===== config.mk =====
export PLATFORM = sky130hd
export DESIGN_NAME = cjk_glyph_atlas_mapper
export DESIGN_NICKNAME = d
export VERILOG_FILES = /design/src/hw/rtl/cgam_pkg.sv /design/src/hw/rtl/cgam_collapse.sv /design/src/hw/rtl/cgam_place.sv /design/src/hw/rtl/cjk_glyph_atlas_mapper.sv
export VERILOG_INCLUDE_DIRS = /design/src /design/src/hw/rtl
export SDC_FILE = /design/constraint.sdc
export NUM_CORES = 1
export LEC_CHECK = 0
export BUFFER_PORTS_ARGS = -buffer_cell sky130_fd_sc_hd__buf_2
export CAP_MARGIN = 15
export CORE_MARGIN = 2
export CORE_UTILIZATION = 30
export CTS_BUF_LIST = sky130_fd_sc_hd__clkbuf_8
export DETAILED_ROUTE_END_ITERATION = 12
export REMOVE_ABC_BUFFERS = 1
export SLEW_MARGIN = 20
export SYNTH_ARGS = -nofsm -noshare
export SYNTH_HDL_FRONTEND = slang
export SYNTH_HIERARCHICAL = 1
export SYNTH_SLANG_ARGS = --single-unit

===== constraint.sdc =====
create_clock -name clk -period 9.6 [get_ports clk]
set_input_delay 1.44 -clock clk [delete_from_list [all_inputs] [get_ports clk]]
set_output_delay 1.44 -clock clk [all_outputs]
set_load 0.02 [all_outputs]

===== src/hw/rtl/assert_macros.svh =====
// ----------------------------------------------------------------------------
// Assertion macros
// Clocked property checks, compiled out for synthesis.
// ----------------------------------------------------------------------------
`ifndef ASSERT_MACROS_SVH
`define ASSERT_MACROS_SVH

`ifndef SYNTHESIS

// check that prop holds at every edge outside reset
`define ASSERT_PROP(label, clk, rst_n, prop) \
    label: assert property (@(posedge clk) disable iff (!rst_n) (prop)) \
        else $error("assertion failed");

// check that cond never holds outside reset
`define ASSERT_NEVER(label, clk, rst_n, cond) \
    label: assert property (@(posedge clk) disable iff (!rst_n) !(cond)) \
        else $error("forbidden condition");

`else

`define ASSERT_PROP(label, clk, rst_n, prop)
`define ASSERT_NEVER(label, clk, rst_n, cond)

`endif

`endif


===== src/hw/rtl/cgam_pkg.sv =====
// ----------------------------------------------------------------------------
// CJK glyph atlas mapper package
// Shared types, register codes and atlas geometry constants.
// ----------------------------------------------------------------------------
package cgam_pkg;

    localparam int ATLAS_SPAN = 1024;

    localparam int CODE_W   = 16;
    localparam int BYTE_W   = 8;
    localparam int IDX_W    = 14;
    localparam int PAGE_W   = 4;
    localparam int POS_W    = 6;
    localparam int S_W      = 11;
    localparam int T_W      = 12;
    localparam int PAGES_W  = 5;
    localparam int CFG_IDX_W  = 2;
    localparam int CFG_DATA_W = 5;
    localparam int TEX_W    = 17;

    localparam int ACROSS_KOR = 32;
    localparam int ACROSS_WIDE = 64;
    localparam int CW_KOR  = ATLAS_SPAN / ACROSS_KOR;
    localparam int CW_WIDE = ATLAS_SPAN / ACROSS_WIDE;
    localparam int CH_KOR_HALF  = ATLAS_SPAN / (ACROSS_KOR / 2);
    localparam int CH_WIDE_HALF = ATLAS_SPAN / (ACROSS_WIDE / 2);

    localparam logic [BYTE_W-1:0] KOR_HI_FIRST = 8'hB0;
    localparam logic [BYTE_W-1:0] KOR_HI_LAST  = 8'hC8;
    localparam logic [BYTE_W-1:0] KOR_LO_BASE  = 8'hA0;
    localparam logic [BYTE_W-1:0] KOR_LO_END   = 8'hFF;
    localparam logic [IDX_W-1:0]  KOR_ROW      = 14'd96;

    localparam logic [BYTE_W-1:0] B5_HI_FIRST  = 8'hA1;
    localparam logic [BYTE_W-1:0] B5_HI_GAP_LO = 8'hC6;
    localparam logic [BYTE_W-1:0] B5_HI_GAP_HI = 8'hC9;
    localparam logic [BYTE_W-1:0] B5_HI_LAST   = 8'hF9;
    localparam logic [BYTE_W-1:0] B5_LO_GAP_HI = 8'hA1;
    localparam logic [BYTE_W-1:0] B5_LO_LAST   = 8'hFE;
    localparam logic [BYTE_W-1:0] B5_LO_SQUEEZE = 8'h60;
    localparam logic [BYTE_W-1:0] B5_LO_GAP    = 8'h20;
    localparam logic [IDX_W-1:0]  B5_ROW       = 14'd160;

    localparam logic [BYTE_W-1:0] LO_FIRST     = 8'h40;
    localparam logic [BYTE_W-1:0] LO_GAP_LO    = 8'h7E;

    localparam logic [BYTE_W-1:0] SJ_HI_FIRST  = 8'h81;
    localparam logic [BYTE_W-1:0] SJ_HI_GAP_LO = 8'h9F;
    localparam logic [BYTE_W-1:0] SJ_HI_GAP_HI = 8'hE0;
    localparam logic [BYTE_W-1:0] SJ_HI_LAST   = 8'hEF;
    localparam logic [BYTE_W-1:0] SJ_LO_GAP_HI = 8'h80;
    localparam logic [BYTE_W-1:0] SJ_LO_LAST   = 8'hFC;
    localparam logic [BYTE_W-1:0] SJ_LO_SQUEEZE = 8'h40;
    localparam logic [BYTE_W-1:0] SJ_HI_SQUEEZE = 8'h5F;
    localparam logic [BYTE_W-1:0] SJ_HI_GAP    = 8'h40;
    localparam logic [IDX_W-1:0]  SJ_ROW       = 14'd188;

    typedef enum logic [1:0] {
        LANG_WESTERN = 2'd0,
        LANG_KOREAN  = 2'd1,
        LANG_BIG5    = 2'd2,
        LANG_SJIS    = 2'd3
    } lang_t;

    localparam logic [CFG_IDX_W-1:0] REG_LANGUAGE       = 2'd0;
    localparam logic [CFG_IDX_W-1:0] REG_PAGES_LOADED   = 2'd1;
    localparam logic [CFG_IDX_W-1:0] REG_HALF_LAST_PAGE = 2'd2;

    typedef struct packed {
        lang_t               language;
        logic [PAGES_W-1:0]  pages_loaded;
        logic                half_last_page;
    } cfg_t;

    typedef struct packed {
        logic [PAGE_W-1:0] page_index;
        logic [POS_W-1:0]  column;
        logic [POS_W-1:0]  row;
        logic [S_W-1:0]    tex_s0;
        logic [T_W-1:0]    tex_t0;
        logic [S_W-1:0]    tex_s1;
        logic [T_W-1:0]    tex_t1;
    } place_t;

endpackage


===== src/hw/rtl/cgam_collapse.sv =====
// ----------------------------------------------------------------------------
// Code collapse
// Range-checks a double-byte code for the selected language and folds it
// into a dense glyph index; 0 when the code is not valid.
// ----------------------------------------------------------------------------
module cgam_collapse
(
    input  cgam_pkg::lang_t                  language,
    input  logic [cgam_pkg::CODE_W-1:0]      char_code,
    output logic [cgam_pkg::IDX_W-1:0]       glyph_idx
);

    logic [cgam_pkg::BYTE_W-1:0] hi;
    logic [cgam_pkg::BYTE_W-1:0] lo;
    logic                        kor_ok;
    logic                        b5_ok;
    logic                        sj_ok;
    logic [cgam_pkg::BYTE_W-1:0] kor_h;
    logic [cgam_pkg::BYTE_W-1:0] kor_l;
    logic [cgam_pkg::BYTE_W-1:0] b5_h;
    logic [cgam_pkg::BYTE_W-1:0] b5_l;
    logic [cgam_pkg::BYTE_W-1:0] sj_h;
    logic [cgam_pkg::BYTE_W-1:0] sj_l;
    logic [cgam_pkg::BYTE_W-1:0] lo_off;
    logic [cgam_pkg::BYTE_W-1:0] sj_h_off;
    logic [cgam_pkg::IDX_W-1:0]  kor_idx;
    logic [cgam_pkg::IDX_W-1:0]  b5_idx;
    logic [cgam_pkg::IDX_W-1:0]  sj_idx;

    assign hi = char_code[cgam_pkg::CODE_W-1:cgam_pkg::BYTE_W];
    assign lo = char_code[cgam_pkg::BYTE_W-1:0];

    assign kor_ok = (hi >= cgam_pkg::KOR_HI_FIRST) && (hi <= cgam_pkg::KOR_HI_LAST)
                 && (lo > cgam_pkg::KOR_LO_BASE) && (lo < cgam_pkg::KOR_LO_END);

    assign b5_ok = (((hi >= cgam_pkg::B5_HI_FIRST) && (hi <= cgam_pkg::B5_HI_GAP_LO))
                 || ((hi >= cgam_pkg::B5_HI_GAP_HI) && (hi <= cgam_pkg::B5_HI_LAST)))
                && (((lo >= cgam_pkg::LO_FIRST) && (lo <= cgam_pkg::LO_GAP_LO))
                 || ((lo >= cgam_pkg::B5_LO_GAP_HI) && (lo <= cgam_pkg::B5_LO_LAST)));

    assign sj_ok = (((hi >= cgam_pkg::SJ_HI_FIRST) && (hi <= cgam_pkg::SJ_HI_GAP_LO))
                 || ((hi >= cgam_pkg::SJ_HI_GAP_HI) && (hi <= cgam_pkg::SJ_HI_LAST)))
                && (((lo >= cgam_pkg::LO_FIRST) && (lo <= cgam_pkg::LO_GAP_LO))
                 || ((lo >= cgam_pkg::SJ_LO_GAP_HI) && (lo <= cgam_pkg::SJ_LO_LAST)));

    assign kor_h  = hi - cgam_pkg::KOR_HI_FIRST;
    assign kor_l  = lo - cgam_pkg::KOR_LO_BASE;
    assign lo_off = lo - cgam_pkg::LO_FIRST;
    assign b5_h   = hi - cgam_pkg::B5_HI_FIRST;
    assign sj_h_off = hi - cgam_pkg::SJ_HI_FIRST;

    // squeeze out the trail-byte and lead-byte gaps
    assign b5_l = (lo_off >= cgam_pkg::B5_LO_SQUEEZE) ? (lo_off - cgam_pkg::B5_LO_GAP)
                                                      : lo_off;
    assign sj_l = (lo_off >= cgam_pkg::SJ_LO_SQUEEZE) ? (lo_off - 8'd1) : lo_off;
    assign sj_h = (sj_h_off >= cgam_pkg::SJ_HI_SQUEEZE) ? (sj_h_off - cgam_pkg::SJ_HI_GAP)
                                                        : sj_h_off;

    assign kor_idx = cgam_pkg::IDX_W'(kor_h[4:0]) * cgam_pkg::KOR_ROW
                   + cgam_pkg::IDX_W'(kor_l);
    assign b5_idx  = cgam_pkg::IDX_W'(b5_h[6:0]) * cgam_pkg::B5_ROW
                   + cgam_pkg::IDX_W'(b5_l);
    assign sj_idx  = cgam_pkg::IDX_W'(sj_h[6:0]) * cgam_pkg::SJ_ROW
                   + cgam_pkg::IDX_W'(sj_l);

    always_comb
    begin
        case (language)
            cgam_pkg::LANG_KOREAN: glyph_idx = kor_ok ? kor_idx : '0;
            cgam_pkg::LANG_BIG5:   glyph_idx = b5_ok ? b5_idx : '0;
            cgam_pkg::LANG_SJIS:   glyph_idx = sj_ok ? sj_idx : '0;
            default:               glyph_idx = '0;
        endcase
    end

endmodule


===== src/hw/rtl/cgam_place.sv =====
// ----------------------------------------------------------------------------
// Atlas placement
// Splits a glyph index into page, column and row and forms the four
// texture corners with the per-language inset.
// ----------------------------------------------------------------------------
module cgam_place
(
    input  cgam_pkg::cfg_t                cfg,
    input  logic [cgam_pkg::IDX_W-1:0]    glyph_idx,
    output cgam_pkg::place_t              place
);

    logic                            korean;
    logic [cgam_pkg::PAGE_W-1:0]     raw_page;
    logic [cgam_pkg::PAGE_W-1:0]     page;
    logic [cgam_pkg::POS_W-1:0]      col;
    logic [cgam_pkg::POS_W-1:0]      row;
    logic                            last_half;
    logic [cgam_pkg::TEX_W-1:0]      cw;
    logic [cgam_pkg::TEX_W-1:0]      ch;
    logic [cgam_pkg::TEX_W-1:0]      s0;
    logic [cgam_pkg::TEX_W-1:0]      s1;
    logic [cgam_pkg::TEX_W-1:0]      t0;
    logic [cgam_pkg::TEX_W-1:0]      t1;

    assign korean = (cfg.language == cgam_pkg::LANG_KOREAN);

    always_comb
    begin
        if (korean)
        begin
            raw_page = glyph_idx[13:10];
            col      = {1'b0, glyph_idx[4:0]};
            row      = {1'b0, glyph_idx[9:5]};
        end
        else
        begin
            raw_page = {2'b00, glyph_idx[13:12]};
            col      = glyph_idx[5:0];
            row      = glyph_idx[11:6];
        end
    end

    // drop to page 0 when the page is not loaded
    assign page = (cgam_pkg::PAGES_W'(raw_page) >= cfg.pages_loaded) ? '0 : raw_page;

    assign last_half = cfg.half_last_page && (cfg.pages_loaded != '0)
                    && (cgam_pkg::PAGES_W'(page) == (cfg.pages_loaded - 5'd1));

    always_comb
    begin
        if (korean)
        begin
            cw = cgam_pkg::TEX_W'(cgam_pkg::CW_KOR);
            ch = last_half ? cgam_pkg::TEX_W'(cgam_pkg::CH_KOR_HALF)
                           : cgam_pkg::TEX_W'(cgam_pkg::CW_KOR);
        end
        else
        begin
            cw = cgam_pkg::TEX_W'(cgam_pkg::CW_WIDE);
            ch = last_half ? cgam_pkg::TEX_W'(cgam_pkg::CH_WIDE_HALF)
                           : cgam_pkg::TEX_W'(cgam_pkg::CW_WIDE);
        end
    end

    always_comb
    begin
        s0 = cw * cgam_pkg::TEX_W'(col);
        s1 = s0 + cw;
        t0 = ch * cgam_pkg::TEX_W'(row);
        t1 = t0 + ch;
        case (cfg.language)
            cgam_pkg::LANG_BIG5:
            begin
                s0 = s0 + 17'd1;
                t0 = t0 + 17'd1;
            end
            cgam_pkg::LANG_SJIS:
            begin
                s1 = s1 - 17'd1;
                t1 = t1 - 17'd1;
            end
            default:
            begin
            end
        endcase
    end

    assign place.page_index = page;
    assign place.column     = col;
    assign place.row        = row;
    assign place.tex_s0     = s0[cgam_pkg::S_W-1:0];
    assign place.tex_t0     = t0[cgam_pkg::T_W-1:0];
    assign place.tex_s1     = s1[cgam_pkg::S_W-1:0];
    assign place.tex_t1     = t1[cgam_pkg::T_W-1:0];

endmodule


===== src/hw/rtl/cjk_glyph_atlas_mapper.sv =====
// ----------------------------------------------------------------------------
// CJK glyph atlas mapper
// Maps a double-byte character code to a glyph page, cell and texture
// corners in the atlas, or to the western glyph table.
//
//   channel  direction  handshake             payload
//   in       input      in_valid / in_ready   char_code
//   out      output     out_valid / out_ready use_asian .. western_index
//   cfg      input      cfg_valid / cfg_ready cfg_index, cfg_data
//
// Two register stages: the collapsed index is registered, then the placed
// result. Throughput is one item per cycle while the output is not stalled.
// Stalls propagate back stage by stage; each stage takes a new item as soon
// as the stage ahead of it frees. cfg_ready is always high.
// Reset empties both stages and loads language 0, four pages, half last page.
// ----------------------------------------------------------------------------
`include "assert_macros.svh"

module cjk_glyph_atlas_mapper
(
    input  logic                                clk,
    input  logic                                rst_n,

    input  logic                                in_valid,
    output logic                                in_ready,
    input  logic [cgam_pkg::CODE_W-1:0]         char_code,

    output logic                                out_valid,
    input  logic                                out_ready,
    output logic                                use_asian,
    output logic [cgam_pkg::IDX_W-1:0]          glyph_index,
    output logic [cgam_pkg::PAGE_W-1:0]         page_index,
    output logic [cgam_pkg::POS_W-1:0]          column,
    output logic [cgam_pkg::POS_W-1:0]          row,
    output logic [cgam_pkg::S_W-1:0]            tex_s0,
    output logic [cgam_pkg::T_W-1:0]            tex_t0,
    output logic [cgam_pkg::S_W-1:0]            tex_s1,
    output logic [cgam_pkg::T_W-1:0]            tex_t1,
    output logic [cgam_pkg::BYTE_W-1:0]         western_index,

    input  logic                                cfg_valid,
    output logic                                cfg_ready,
    input  logic [cgam_pkg::CFG_IDX_W-1:0]      cfg_index,
    input  logic [cgam_pkg::CFG_DATA_W-1:0]     cfg_data
);

    cgam_pkg::cfg_t                  cfg_reg;
    logic                            s1_valid_reg;
    logic [cgam_pkg::IDX_W-1:0]      s1_idx_reg;
    logic [cgam_pkg::BYTE_W-1:0]     s1_lo_reg;
    logic                            out_valid_reg;
    logic                            use_asian_reg;
    logic [cgam_pkg::IDX_W-1:0]      glyph_reg;
    cgam_pkg::place_t                place_reg;
    logic [cgam_pkg::BYTE_W-1:0]     western_reg;

    logic [cgam_pkg::IDX_W-1:0]      idx_next;
    cgam_pkg::place_t                place_next;
    logic                            s2_ready;
    logic                            hit;

    assign cfg_ready = 1'b1;
    assign s2_ready  = !out_valid_reg || out_ready;
    assign in_ready  = !s1_valid_reg || s2_ready;
    assign hit       = (s1_idx_reg != '0);

    cgam_collapse u_collapse
    (
        .language  (cfg_reg.language),
        .char_code (char_code),
        .glyph_idx (idx_next)
    );

    cgam_place u_place
    (
        .cfg       (cfg_reg),
        .glyph_idx (s1_idx_reg),
        .place     (place_next)
    );

    always_ff @(posedge clk or negedge rst_n)
    begin
        if (!rst_n)
        begin
            cfg_reg.language       <= cgam_pkg::LANG_WESTERN;
            cfg_reg.pages_loaded   <= 5'd4;
            cfg_reg.half_last_page <= 1'b1;
        end
        else if (cfg_valid && cfg_ready)
        begin
            case (cfg_index)
                cgam_pkg::REG_LANGUAGE:
                    cfg_reg.language <= cgam_pkg::lang_t'(cfg_data[1:0]);
                cgam_pkg::REG_PAGES_LOADED:
                    cfg_reg.pages_loaded <= cfg_data;
                cgam_pkg::REG_HALF_LAST_PAGE:
                    cfg_reg.half_last_page <= cfg_data[0];
                default:
                begin
                end
            endcase
        end
    end

    always_ff @(posedge clk or negedge rst_n)
    begin
        if (!rst_n)
        begin
            s1_valid_reg  <= 1'b0;
            out_valid_reg <= 1'b0;
        end
        else
        begin
            if (in_ready)
                s1_valid_reg <= in_valid;
            if (s2_ready)
                out_valid_reg <= s1_valid_reg;
        end
    end

    always_ff @(posedge clk)
    begin
        if (in_valid && in_ready)
        begin
            s1_idx_reg <= idx_next;
            s1_lo_reg  <= char_code[cgam_pkg::BYTE_W-1:0];
        end
        if (s1_valid_reg && s2_ready)
        begin
            use_asian_reg <= hit;
            glyph_reg     <= s1_idx_reg;
            place_reg     <= hit ? place_next : '0;
            western_reg   <= s1_lo_reg;
        end
    end

    assign out_valid     = out_valid_reg;
    assign use_asian     = use_asian_reg;
    assign glyph_index   = glyph_reg;
    assign page_index    = place_reg.page_index;
    assign column        = place_reg.column;
    assign row           = place_reg.row;
    assign tex_s0        = place_reg.tex_s0;
    assign tex_t0        = place_reg.tex_t0;
    assign tex_s1        = place_reg.tex_s1;
    assign tex_t1        = place_reg.tex_t1;
    assign western_index = western_reg;

    `ASSERT_PROP(a_asian_nonzero, clk, rst_n,
        out_valid_reg && use_asian_reg |-> glyph_reg != '0)
    `ASSERT_PROP(a_miss_zero, clk, rst_n,
        out_valid_reg && !use_asian_reg |-> glyph_reg == '0 && place_reg == '0)
    `ASSERT_PROP(a_page_loaded, clk, rst_n,
        out_valid_reg && use_asian_reg |->
            cgam_pkg::PAGES_W'(place_reg.page_index) < cfg_reg.pages_loaded
            || place_reg.page_index == '0)
    `ASSERT_PROP(a_stage_hold, clk, rst_n,
        s1_valid_reg && !s2_ready |=> s1_valid_reg && $stable(s1_idx_reg))
    `ASSERT_NEVER(a_western_miss, clk, rst_n,
        out_valid_reg && use_asian_reg && cfg_reg.language == cgam_pkg::LANG_WESTERN)

endmodule


Word-level counts from Yosys, hierarchy flattened
Cells that the tools add are included. W data, S select, Z words.

Bits of input ports: 28. Word-level logic and storage cells: 117. Register bits after elaboration: 117. Output and inout port bits: 88.

$add $sub $neg: 18. Reductions and logical operators: 30. Magnitude comparators: 22. Equality and inequality tests: 6. Multiply operators: 5. Multiplexer cells: 19.

Operators by type and width (count): $ge A8 B8 Y1 const B (7); $le A8 B8 Y1 const B (7); $mux W14 (3); $pmux W14 S3 (1); $ge A8 B7 Y1 const B (4); $add A14 B8 Y14 (2); $mux W12 (2); $mux W6 (4); $mux W11 (2); $mux W7 (3); $logic_and A1 B1 Y1 (16); $mux W8 (2); $sub A8 B8 Y8 const B (2); $reduce_bool A14 Y1 (1); $add A12 B8 Y13 (1); $add A12 B1 Y12 const B (1); $add A12 B12 Y12 (1); $mul A7 B6 Y12 (1); $mul A7 B6 Y12 const B (1); $sub A12 B1 Y12 const B (1); $add A11 B1 Y11 const B (1); $add A11 B6 Y11 (1); $mul A6 B6 Y11 (1); $sub A11 B1 Y11 const B (1); 22 further kinds (34).

Longest topological paths before layout
Gate-level depths: netlist (run 1).

Word-level depth: 12. Mapped depth: 28. Depth with buffers taken out: 26.

By module
Netlist (run 1), hierarchy kept.

By module, submodules not included: cjk_glyph_atlas_mapper (instances 1, cells an instance 289, seq. area each 3465.8 um^2, area each 4882.2 um^2); cgam_collapse (instances 1, cells an instance 389, seq. area each 0.0 um^2, area each 3136.8 um^2); cgam_place (instances 1, cells an instance 246, seq. area each 0.0 um^2, area each 1835.5 um^2).

Worst setup path after synthesis (run 1)
OpenSTA, ideal clock, no wires.

Kind: input port to flip-flop. Start point: in char_code[8] in the netlist's numbering. End point: reg s1_idx_reg[13] in the netlist's numbering (data pin). Stages on the path: 22. Library setup time: 261 ps. Data arrival time: 6910 ps. Path buffers: 0. Slack: 2430 ps. Required time: 9339 ps. Path through: inv_1 -> ha_1 -> nor2b_1 -> nand2b_1 -> nand2_1 -> o21ai_0 -> ha_1 -> and3_2 -> a2111o_1 -> o21ai_0 -> fa_1 -> inv_1 -> fa_1 -> fa_1 -> inv_1 -> ha_1 -> o21a_1 -> o21a_1 -> o221a_2 -> or4_1 -> and2_0 -> a221o_1.

Word-level cells in the longest chain between the ends: 7. Elaborated cells between the ends (all ways): 28. Classes of those cells: add/sub (5); mul (2); order compare (9); mux (4); reduce/logical (8).

Ends and longest elaborated chain: from (decl) (RTL line cjk_glyph_atlas_mapper.sv:26) `input logic [cgam_pkg::CODE_W-1:0] char_code,`; $sub A8 B8 Y8 (RTL line cgam_collapse.sv:50) `assign sj_h_off = hi - cgam_pkg::SJ_HI_FIRST;`; $sub A7 B7 Y7 or $ge A8 B7 Y1 (tied branches) (RTL line cgam_collapse.sv:56) `assign sj_h = (sj_h_off >= cgam_pkg::SJ_HI_SQUEEZE) ? (sj_h_off - cgam_pkg::SJ_HI_GAP)`; $mux W7 (RTL line cgam_collapse.sv:56); $mul A7 B6 Y12 (RTL line cgam_collapse.sv:63) `assign sj_idx = cgam_pkg::IDX_W'(sj_h[6:0]) * cgam_pkg::SJ_ROW`; $add A14 B8 Y14 (RTL line cgam_collapse.sv:64) `+ cgam_pkg::IDX_W'(sj_l);`; $mux W14 (RTL line cgam_collapse.sv:71) `cgam_pkg::LANG_SJIS: glyph_idx = sj_ok ? sj_idx : '0;`; $pmux W14 S3 (*) (RTL line cgam_collapse.sv:68) `case (language)`; named net idx_next, one bit (RTL line cjk_glyph_atlas_mapper.sv:57) `logic [cgam_pkg::IDX_W-1:0] idx_next;`; to (signal assigned) (RTL line cjk_glyph_atlas_mapper.sv:125) `s1_idx_reg <= idx_next;`; to (decl) (RTL line cjk_glyph_atlas_mapper.sv:49) `logic [cgam_pkg::IDX_W-1:0] s1_idx_reg;`.

The timed path passes the listed nets; every way through them passes the cells marked *. A chain may end at the register's enable or synchronous reset.

Final worst setup path (run 1)
Ends and elaborated chain as after synthesis.

==> impl_summary.txt, run 1 <==
----------------------------------------------------
[Synthesis]
  Gate count after technology mapping ... about 920
  Syn Area/Cell ... 10.7 sq um
  Ys async rst share ... 8.55%
  Flops & latches, synth ... approximately 120
  Post-synth EDFFs ... between 100 and 150
  Predominant post-synthesis flop cell ... edfxtp_1
  Number of synthesis warnings ... 6
  Sequential cell area fraction in the yosys report ... 35.2%
  Synth Cell Area ... 0.00985 sq mm
  Count of cell types in the netlist ... 77

[Cells and area]
  Count of nets after finishing ... 1,179
  Layout overhead on the synthesized area ... 12.2%
  Number of antenna diodes ... 0
  Util after Layout ... 34.1%
  Commonest cells after routing, fill and taps aside ... inv_1, buf_2, ha_1, edfxtp_1, nand2_1
  Leading cell type in the layout, fill and taps excluded ... inv_1
  Ratio of cells with drive above 1 in the final layout ... 20.7%
  Non-filler cells in the finished layout ... 1,474

[Floorplan]
  Starting density of the core ... 30.4%
  X dimension of the die ... 185 microns
  Number of primary I/O pins ... 116
  Die Ht ... 185 microns
  Area of the die ... 0.0343 sq mm
  FP Rows ... 66
  Core ar. ... 0.0325 sq mm

[Critical path]
  Cell breakdown of the critical path ... buf_2 -> inv_1 -> ha_1 -> nor2b_1 -> nand2b_1 -> nand2_1 -> o21ai_0 -> ha_1 -> and3_2 -> a2111o_1 -> o21ai_0 -> fa_1 -> inv_1 -> fa_1 -> fa_1 -> inv_1 -> ha_1 -> o21a_1 -> o21a_1 -> o221a_2 -> or4_1 -> and2_0 -> a221o_1
  Maximum fanout encountered on the critical timing path ... 9
  Cell with the biggest individual delay on the critical path ... fa_1
  Bufs and invs on worst path ... 4
  Largest delay contributor family on the critical path ... adder cells
  Element type at the critical path start ... input pin
  CP Data Required Time ... between 9 and 10 ns
  Worst setup path class ... in2reg
  Worst path arrival time ... 7.72 ns
  Critical Path Max Stage Delay ... 0.54 ns
  CP Capture Type ... flip-flop

[Power]
  NetSw ... between 0.9 and 1 mW
  Peak VDD IR ... 0.0984 mV
  Standby leakage power ... 4.74 nW
  Power per cell area ... roughly 200 mW/mm^2
  Combinational power share ... between 50% and 60%
  Internal portion of total power ... 1.32 mW
  Part of the total power dissipated in sequential elements ... a little under a third
  Part of the total power dissipated in the clock network ... a little under a fifth
  Switching fraction of total power ... 40.9%

[Detailed routing]
  Total iterations of the first detailed-routing run ... 5
  Overall via count from detail_route ... about 7,000
  M1 wire length ... 10.1 mm
  1st-iter DRT viols ... between 300 and 400
  Vias per inst ... 4.74
  Final ANT Viol Nets ... 0
  Routed wirelength normalized by instance count ... between 10 and 15 microns
  Met2 wire length ... 10.4 mm
  Top layer reached by signal wires ... met5
  Met3 routed WL ... 910 microns
  Remaining DRCs ... 0
  Total wire length ... 21.7 mm

[Timing]
  Final Setup Violations ... 0
  Fin crit share ... 78.4%
  Slew HR ... 26.1%
  Final Slew Violations ... 0
  Setup clock skew after layout ... 0.0123 ns
  Number of hold-slack violations in the final timing report ... 0
  Max Fclk ... 133 MHz
  Transition at the pin with the smallest max-transition slack ... 1.10 ns
  Final TNS setup ... 0 ns
  Min Tclk post-route ... 7.53 ns
  RSZ-0062 raised after global routing ... false

[CTS]
  Worst-skew pair later-pin latency ... 0.45 ns
  Number of clock buffers inserted by TritonCTS ... 17
  # hold bufs at CTS ... 0
  CTS max path bufs ... 2
  Number of H-tree branching levels ... 4
  CTS tree ... done
  # Post-CTS Setup Buffers ... 0
  Reg clk slew, reported paths ... 0.07 ns
  Clock sink count ... 117
  Post-CTS Resized ... 0
  Clock tree root buffer cell ... clkbuf_8

[Place]
  # placed instances ... approximately 1,400
  IO buf count ... 114
  Routability congestion estimate from global placement ... around 0.85
  Half-perimeter wire length after placement ... ~17 mm

[Global route]
  Vias in the first global route ... ~6,700
  Total congestion overflow ... 0
  Antenna violations before repair ... 1
  Global-route wire length before repair ... 34.6 mm
  Pin count of the biggest net entering global routing ... 86
  Total Routing Usage GR ... between 10% and 20%

[Hold path]
  Worst min path class ... reg2reg

[Run status]
  Result of the run ... finished clean

[Job]
  Max Cap Viol ... 0

----------------------------------------------------
[cell usage after synthesis, types with 5 or more instances]
library cell	instances	area share, %
nand2b_1	9	0.57
nor3_1	9	0.46
a21o_1	18	1.4
o21ai_0	23	1.2
mux2_2	9	1.0
dfrtp_1	8	2.0
xor2_1	23	2.0
a21oi_1	27	1.4
nand3b_1	5	0.38
a41oi_2	30	5.0
nand4_1	8	0.51
nand3_1	13	0.66
mux2i_1	5	0.51
nor2_1	20	0.76
a41oi_1	33	2.9
xnor2_1	51	4.5
buf_4	21	1.6
buf_6	14	1.6
nor2b_1	7	0.44
fa_1	24	4.9
clkbuf_1	10	0.38
or3_1	5	0.32
nand2_1	57	2.2
a21boi_0	7	0.53
and2_1	17	1.1
ha_1	108	14
edfxtp_1	107	33
buf_2	5	0.25
inv_1	145	5.5
[power by group through the flow]
stage	Sequential [mW]	Clock [mW]	Combinational [mW]
3_3_place_gp	0.706	0	1.09
5_1_grt	0.702	0.460	1.26
4_1_cts	0.696	0.438	1.12
3_5_place_dp	0.707	0	1.11
2_1_floorplan	0.762	0	0.797
6_report	0.694	0.420	1.12
[path summary, 6_finish.rpt]
| kind | endpoint | start | slack [ns] | cells after the start |
|---|---|---|---|---|
| min reg2reg | western_index[7]$_DFFE_PP_ | s1_lo_reg[7]$_DFFE_PP_ | 0.42 | 0 |
| max reg2reg | tex_t1[11]$_SDFFCE_PN0P_ | cfg_reg[7]$_DFFE_PN0P_ | 2.60 | 27 |
| min in group asynchronous | s1_valid_reg$_DFFE_PN0P_ | rst_n | 0.84 | 1 |
| min | western_index[7]$_DFFE_PP_ | s1_lo_reg[7]$_DFFE_PP_ | 0.42 | 0 |
| max in group asynchronous | cfg_reg[3]$_DFFE_PN1P_ | rst_n | 8.50 | 1 |
| max | s1_idx_reg[13]$_DFFE_PP_ | char_code[8] | 2.07 | 23 |
[area by class of cell]
class	count	area, sq um
Multi-Input combinational cell	615	5480
Inverter	146	548
Clock inverter	15	131
Tap cell	442	553
Sequential cell	117	3470
Fill cell	3281	21400
Timing Repair Buffer	122	643
Clock buffer	17	234
[logic make-up (layout without fill, tap and decap cells)]
| group | count (synthesis) | in the layout | synth area share, % |
|---|---|---|---|
| xor gates and xnor gates | 76 | 76 | 6.97 |
| AOI/OAI and AO/OA | 192 | 192 | 16.8 |
| muxes | 15 | 15 | 1.76 |
| buffers and inverters | 201 | 300 | 9.69 |
| and+or+nand+nor | 189 | 189 | 10.9 |
| adders and majority gates | 132 | 132 | 18.6 |
| other | 2 | 11 | 0.0762 |
| DFF | 117 | 117 | 35.2 |
[layer usage]
metal,GRT usage (%),up-vias
met5,0,-
li1,-,3470
met2,21.5,142
met4,3.84,2
met3,2.60,22
met1,16.5,3355
[stage by stage]
stage	hold WS [ns]	total power [mW]	setup WS (ns)	instance area, sq um
floorplan	0.400	1.56	2.43	9480
global placement	0.402	1.80	1.74	10700
detailed placement	0.405	1.82	1.61	10700
CTS	0.424	2.25	2.11	11000
global route	0.436	2.42	1.76	11100
finish	0.422	2.23	2.07	11100
(Power assumes the default switching activity.)
==> inputs of run 2 (changes only) <==
- clock period: 9.6 -> 7.4 ns (I/O delays scaled with it)
==> run 2 against run 1 <==
Setup slack lost 1.3 ns. Routed wire length grew 2.3%. Flip-flop and latch count is the same. Critical path type unchanged.
==> impl_summary.txt, run 2 (synthesized netlist as in run 1, its figures left out) <==
----------------------------------------------------
[CTS]
  CTS max path bufs ... 2
  Number of H-tree branching levels ... 4
  CTS tree ... done
  Clock sink count ... 117
  Reg clk slew, reported paths ... 0.09 ns
  # hold bufs at CTS ... 0
  # Post-CTS Setup Buffers ... 0
  Clock tree root buffer cell ... clkbuf_8
  Worst-skew pair later-pin latency ... 0.44 ns
  Number of clock buffers inserted by TritonCTS ... 17
  Post-CTS Resized ... 0

[Global route]
  Pin count of the biggest net entering global routing ... 64
  Vias in the first global route ... between 6,000 and 7,000
  Global-route wire length before repair ... ~36 mm
  Total congestion overflow ... 0
  Antenna violations before repair ... 1
  Total Routing Usage GR ... 13.1%

[Power]
  Internal portion of total power ... approximately 1.7 mW
  Switching fraction of total power ... 41.9%
  Part of the total power dissipated in sequential elements ... between 30% and 40%
  Standby leakage power ... 4.76 nW
  Part of the total power dissipated in the clock network ... a little under a fifth
  NetSw ... 1.22 mW
  Combinational power share ... slightly above 50%
  Peak VDD IR ... 0.118 mV
  Total design power ... a little under 3 mW
  Power per cell area ... about 260 mW/mm^2

[Cells and area]
  Number of antenna diodes ... 0
  Commonest cells after routing, fill and taps aside ... inv_1, buf_2, ha_1, edfxtp_1, nand2_1
  Ratio of cells with drive above 1 in the final layout ... around a fifth
  Layout overhead on the synthesized area ... 12.5%
  Final non-filler cell area ... about 0.011 sq mm
  Leading cell type in the layout, fill and taps excluded ... inv_1
  Count of nets after finishing ... 1,185

[Hold path]
  Worst min path class ... reg2reg
  Worst Hold Launch ... s1_lo_reg[0]$_DFFE_PP_

[Timing]
  Final Setup Violations ... 0
  Number of hold-slack violations in the final timing report ... 0
  Final TNS setup ... 0 ns
  Slew HR ... 31.3%
  RSZ-0062 raised after global routing ... false
  Transition at the pin with the smallest max-transition slack ... between 1 and 1.5 ns
  Min Tclk post-route ... 6.64 ns
  Fin crit share ... 89.7%
  Max Fclk ... 151 MHz
  Final Slew Violations ... 0
  Setup clock skew after layout ... 0.0125 ns

[Critical path]
  Maximum fanout encountered on the critical timing path ... 7
  Element type at the critical path start ... input pin
  CP Capture Type ... flip-flop
  Worst path arrival time ... 6.82 ns
  Origin of the worst setup path ... char_code[10]
  CP Data Required Time ... 7.59 ns
  Startpoint of the worst-slack reg-to-reg timing path ... cfg_reg[6]$_DFFE_PN0P_
  Worst setup path class ... in2reg

[Floorplan]
  Number of primary I/O pins ... 116
  FP Rows ... 66
  Core ar. ... 0.0325 sq mm
  Starting density of the core ... 30.4%
  X dimension of the die ... 185 microns
  Die Ht ... about 190 microns
  Area of the die ... 0.0343 sq mm

[Job]
  Max Cap Viol ... 0

[Place]
  Post-place instance area ... 0.0107 sq mm
  Half-perimeter wire length after placement ... 16.7 mm
  Routability congestion estimate from global placement ... 0.861
  IO buf count ... 114

[Detailed routing]
  1st-iter DRT viols ... 403
  Remaining DRCs ... 0
  Final ANT Viol Nets ... 0
  Total iterations of the first detailed-routing run ... 5
  Vias per inst ... 4.78
  Overall via count from detail_route ... 7,079
  Total wire length ... 22.2 mm
  Routed wirelength normalized by instance count ... ~15 microns

[Run status]
  Result of the run ... finished clean

----------------------------------------------------
## run 2: area by class of cell
type	instances	area, sq um
clock buffer	17	234
inverter	146	548
sequential	117	3470
clock inverter	15	121
fill	3292	21400
multi-input combinational	615	5490
tap	442	553
timing repair buffer	128	676
## run 2: metal layers
layer  up-vias  wire length, microns  track usage (%)
met4         2                   260             3.46
met3        19                   863             2.18
met1      3447                 10300             17.0
met2       134                 10800             22.5
met5         -                    11                0
li1       3477                     -                -
## run 2: stage by stage
stage	utilization [%]	std cells	worst slack [ns]	hold WS [ns]
after floorplan	-	878	0.560	0.400
after detailed placement	33.1	1448	0.339	0.405
after global placement	33.1	1448	0.427	0.404
after global routing	34.2	1480	0.353	0.436
final	34.2	1480	0.764	0.420
after CTS	34.1	1480	0.798	0.426
## run 2: power by group through the flow
stage               logic, mW  clock network, mW  registers [mW]
finish                   1.47              0.551           0.891
CTS                      1.47              0.575           0.892
floorplan                1.03                  0           0.989
detailed placement       1.46                  0           0.907
global route             1.65              0.603           0.901
global placement         1.43                  0           0.907
## run 2: final timing paths
path                                              end  slack (ns)  cells past startpoint
hold reg to reg            western_index[0]$_DFFE_PP_        0.42                      0
hold / removal             western_index[0]$_DFFE_PP_        0.42                      0
setup / recovery             s1_idx_reg[13]$_DFFE_PP_        0.76                     23
max in group asynchronous      cfg_reg[0]$_DFFE_PN1P_        6.62                      1
setup reg to reg             tex_t1[11]$_SDFFCE_PN0P_        0.84                     25
min in group asynchronous       out_valid$_DFFE_PN0P_        0.52                      1
## run 2: critical path, stage by stage
cell and delay (ns):
buf_2 0.18, inv_1 0.13, ha_1 0.24, a21bo_2 0.23, nor3_1 0.22, nor2_1 0.18
ha_1 0.22, and3_2 0.20, a2111o_1 0.32, o21ai_0 0.16, buf_4 0.16, fa_1 0.40
inv_1 0.08, fa_1 0.43, fa_1 0.54, inv_1 0.04, ha_1 0.34, o21a_1 0.15
o21a_1 0.22, o221a_2 0.25, or4_1 0.53, and2_0 0.18, a221o_1 0.30
==> inputs of run 3 (changes only) <==
- CORE_UTILIZATION: 30 -> 55
- PLACE_DENSITY: not set -> 0.76
==> run 3 against run 2 <==
Sequential power about the same. Clock-buffer cell count unchanged. Cell count decreased by 15%. Sequential share of layout area increased by 0.67 points. Maximum frequency decreased by 2.1%. Total power increased by 1.1%. Routed wire length decreased by 9.9%. Cell area decreased by 2.1%. Utilization increased by 28 points. Combinational power about the same. Setup slack got worse by 0.14 ns. Register-to-register slack got worse by 0.22 ns. Highest routed layer is now met4.
==> impl_summary.txt, run 3 (synthesized netlist as in run 1, its figures left out) <==
----------------------------------------------------
[Global route]
  Total Routing Usage GR ... 21.6%
  Pin count of the biggest net entering global routing ... 86
  Total congestion overflow ... 0
  Global-route wire length before repair ... 32.6 mm
  Antenna violations before repair ... 0
  Vias in the first global route ... a little under 7,000

[Cells and area]
  Count of nets after finishing ... 1,184
  Number of antenna diodes ... 0
  Commonest cells after routing, fill and taps aside ... inv_1, buf_2, ha_1, edfxtp_1, nand2_1
  Layout overhead on the synthesized area ... 10.2%
  Leading cell type in the layout, fill and taps excluded ... inv_1
  Ratio of cells with drive above 1 in the final layout ... 21.0%

[Power]
  Standby leakage power ... 4.78 nW
  Peak VDD IR ... 0.141 mV
  Power per cell area ... 271 mW/mm^2
  Total design power ... 2.94 mW

[Detailed routing]
  Overall via count from detail_route ... 7,097
  Total wire length ... 20.0 mm
  1st-iter DRT viols ... 454
  Remaining DRCs ... 0
  Final ANT Viol Nets ... 0
  Vias per inst ... about 5.6
  Routed wirelength normalized by instance count ... between 15 and 20 microns
  Total iterations of the first detailed-routing run ... 5

[Run status]
  Result of the run ... finished clean

[CTS]
  # Post-CTS Setup Buffers ... 0
  Number of H-tree branching levels ... 4
  Number of clock buffers inserted by TritonCTS ... 17
  Clock sink count ... 117
  Post-CTS Resized ... 0
  CTS max path bufs ... 2
  CTS tree ... done
  Reg clk slew, reported paths ... 0.08 ns
  # hold bufs at CTS ... 0
  Worst-skew pair later-pin latency ... 0.43 ns
  Clock tree root buffer cell ... clkbuf_8

[Timing]
  Slew HR ... between 30% and 40%
  RSZ-0062 raised after global routing ... false
  Final TNS setup ... 0 ns
  Worst Hold Margin ... 0.421 ns
  Min Tclk post-route ... 6.78 ns
  Max Fclk ... 148 MHz
  Final Slew Violations ... 0
  Number of hold-slack violations in the final timing report ... 0
  Final Setup Violations ... 0
  Transition at the pin with the smallest max-transition slack ... 1.03 ns
  Fin crit share ... 91.6%
  Setup clock skew after layout ... about 0.017 ns

[Floorplan]
  Area of the die ... 0.0190 sq mm
  FP Rows ... 48
  Core ar. ... 0.0174 sq mm
  Number of primary I/O pins ... 116
  Die Ht ... between 100 and 150 microns
  Starting density of the core ... between 50% and 60%
  X dimension of the die ... about 140 microns

[Critical path]
  Worst setup path class ... reg2reg
  CP Data Required Time ... roughly 7.7 ns
  Element type at the critical path start ... flip-flop
  CP Capture Type ... flip-flop
  Maximum fanout encountered on the critical timing path ... 9
  Worst path arrival time ... 7.04 ns

[Job]
  Max Cap Viol ... 0

[Place]
  Routability congestion estimate from global placement ... between 0.8 and 0.9
  IO buf count ... 114
  Half-perimeter wire length after placement ... 15.1 mm

[Hold path]
  Worst min path class ... reg2reg

----------------------------------------------------
-- run 3: cell count changes in the layout (fill, tap and decap cells not counted), sizes merged --
| cell | before | now |
|---|---|---|
| clkinvlp | 5 | 6 |
| buf | 128 | 127 |
| bufinv | 0 | 3 |
| clkinv | 2 | 3 |
| inv | 154 | 148 |
-- run 3: worst max-delay path: stages (launching register included) --
cell      delay [ns]
dfrtp_1         0.64
nand2b_1        0.25
mux2i_1         0.28
ha_1            0.27
nand2b_1        0.14
a21o_1          0.18
a211o_1         0.33
a21boi_0        0.34
xor2_1          0.22
nand4_1         0.12
ha_1            0.43
and2_1          0.19
ha_1            0.28
ha_1            0.28
inv_1           0.05
fa_1            0.52
inv_1           0.07
fa_1            0.61
and2_1          0.19
nand4_1         0.10
o21ai_0         0.31
xor2_1          0.16
nand4b_1        0.24
xnor2_1         0.21
inv_1           0.05
a41oi_1         0.16
-- run 3: metrics by stage --
| step | instance area (sq um) | setup WS [ns] | std cells | utilization [%] |
|---|---|---|---|---|
| after CTS | 10800 | 0.572 | 1260 | 62.2 |
| after global placement | 10400 | 0.429 | 1229 | 59.9 |
| after floorplan | 9480 | 0.560 | 878 | - |
| after global routing | 10900 | 0.221 | 1261 | 62.3 |
| final | 10900 | 0.621 | 1261 | 62.3 |
| after detailed placement | 10400 | 0.291 | 1229 | 59.9 |
-- run 3: area by class of cell --
cell class / count / area [sq um]
tap: 225 / 282
fill: 1435 / 6560
inverter: 146 / 548
multi-input combinational: 615 / 5480
clock inverter: 14 / 163
clock buffer: 17 / 234
timing repair buffer: 127 / 688
sequential: 117 / 3470
-- run 3: where the power goes --
group	leakage [nW]	switching, mW	total, mW	internal (mW)
Clock	0.187	0.268	0.596	0.328
Sequential	1.16	0.0444	0.893	0.848
Combinational	3.43	0.853	1.45	0.601
-- run 3: worst paths after layout --
| path | end | cells after the start | startpoint | slack (ns) |
|---|---|---|---|---|
| worst max register to register | tex_t1[10]$_SDFFCE_PN0P_ | 25 | cfg_reg[7]$_DFFE_PN0P_ | 0.62 |
| min in group asynchronous | out_valid$_DFFE_PN0P_ | 1 | rst_n | 0.52 |
| worst max-delay path | tex_t1[10]$_SDFFCE_PN0P_ | 25 | cfg_reg[7]$_DFFE_PN0P_ | 0.62 |
| worst min register to register | western_index[0]$_DFFE_PP_ | 0 | s1_lo_reg[0]$_DFFE_PP_ | 0.42 |
| max in group asynchronous | cfg_reg[3]$_DFFE_PN1P_ | 1 | rst_n | 6.62 |
| worst min-delay path | western_index[0]$_DFFE_PP_ | 0 | s1_lo_reg[0]$_DFFE_PP_ | 0.42 |
-- run 3: metal layers --
metal	vias to the layer above	part of all wire, %	global-route usage, %
li1	3477	-	-
met5	-	0	0
met1	3425	44	27.6
met2	179	50	38.1
met3	16	4.5	3.14
met4	0	1.1	6.35
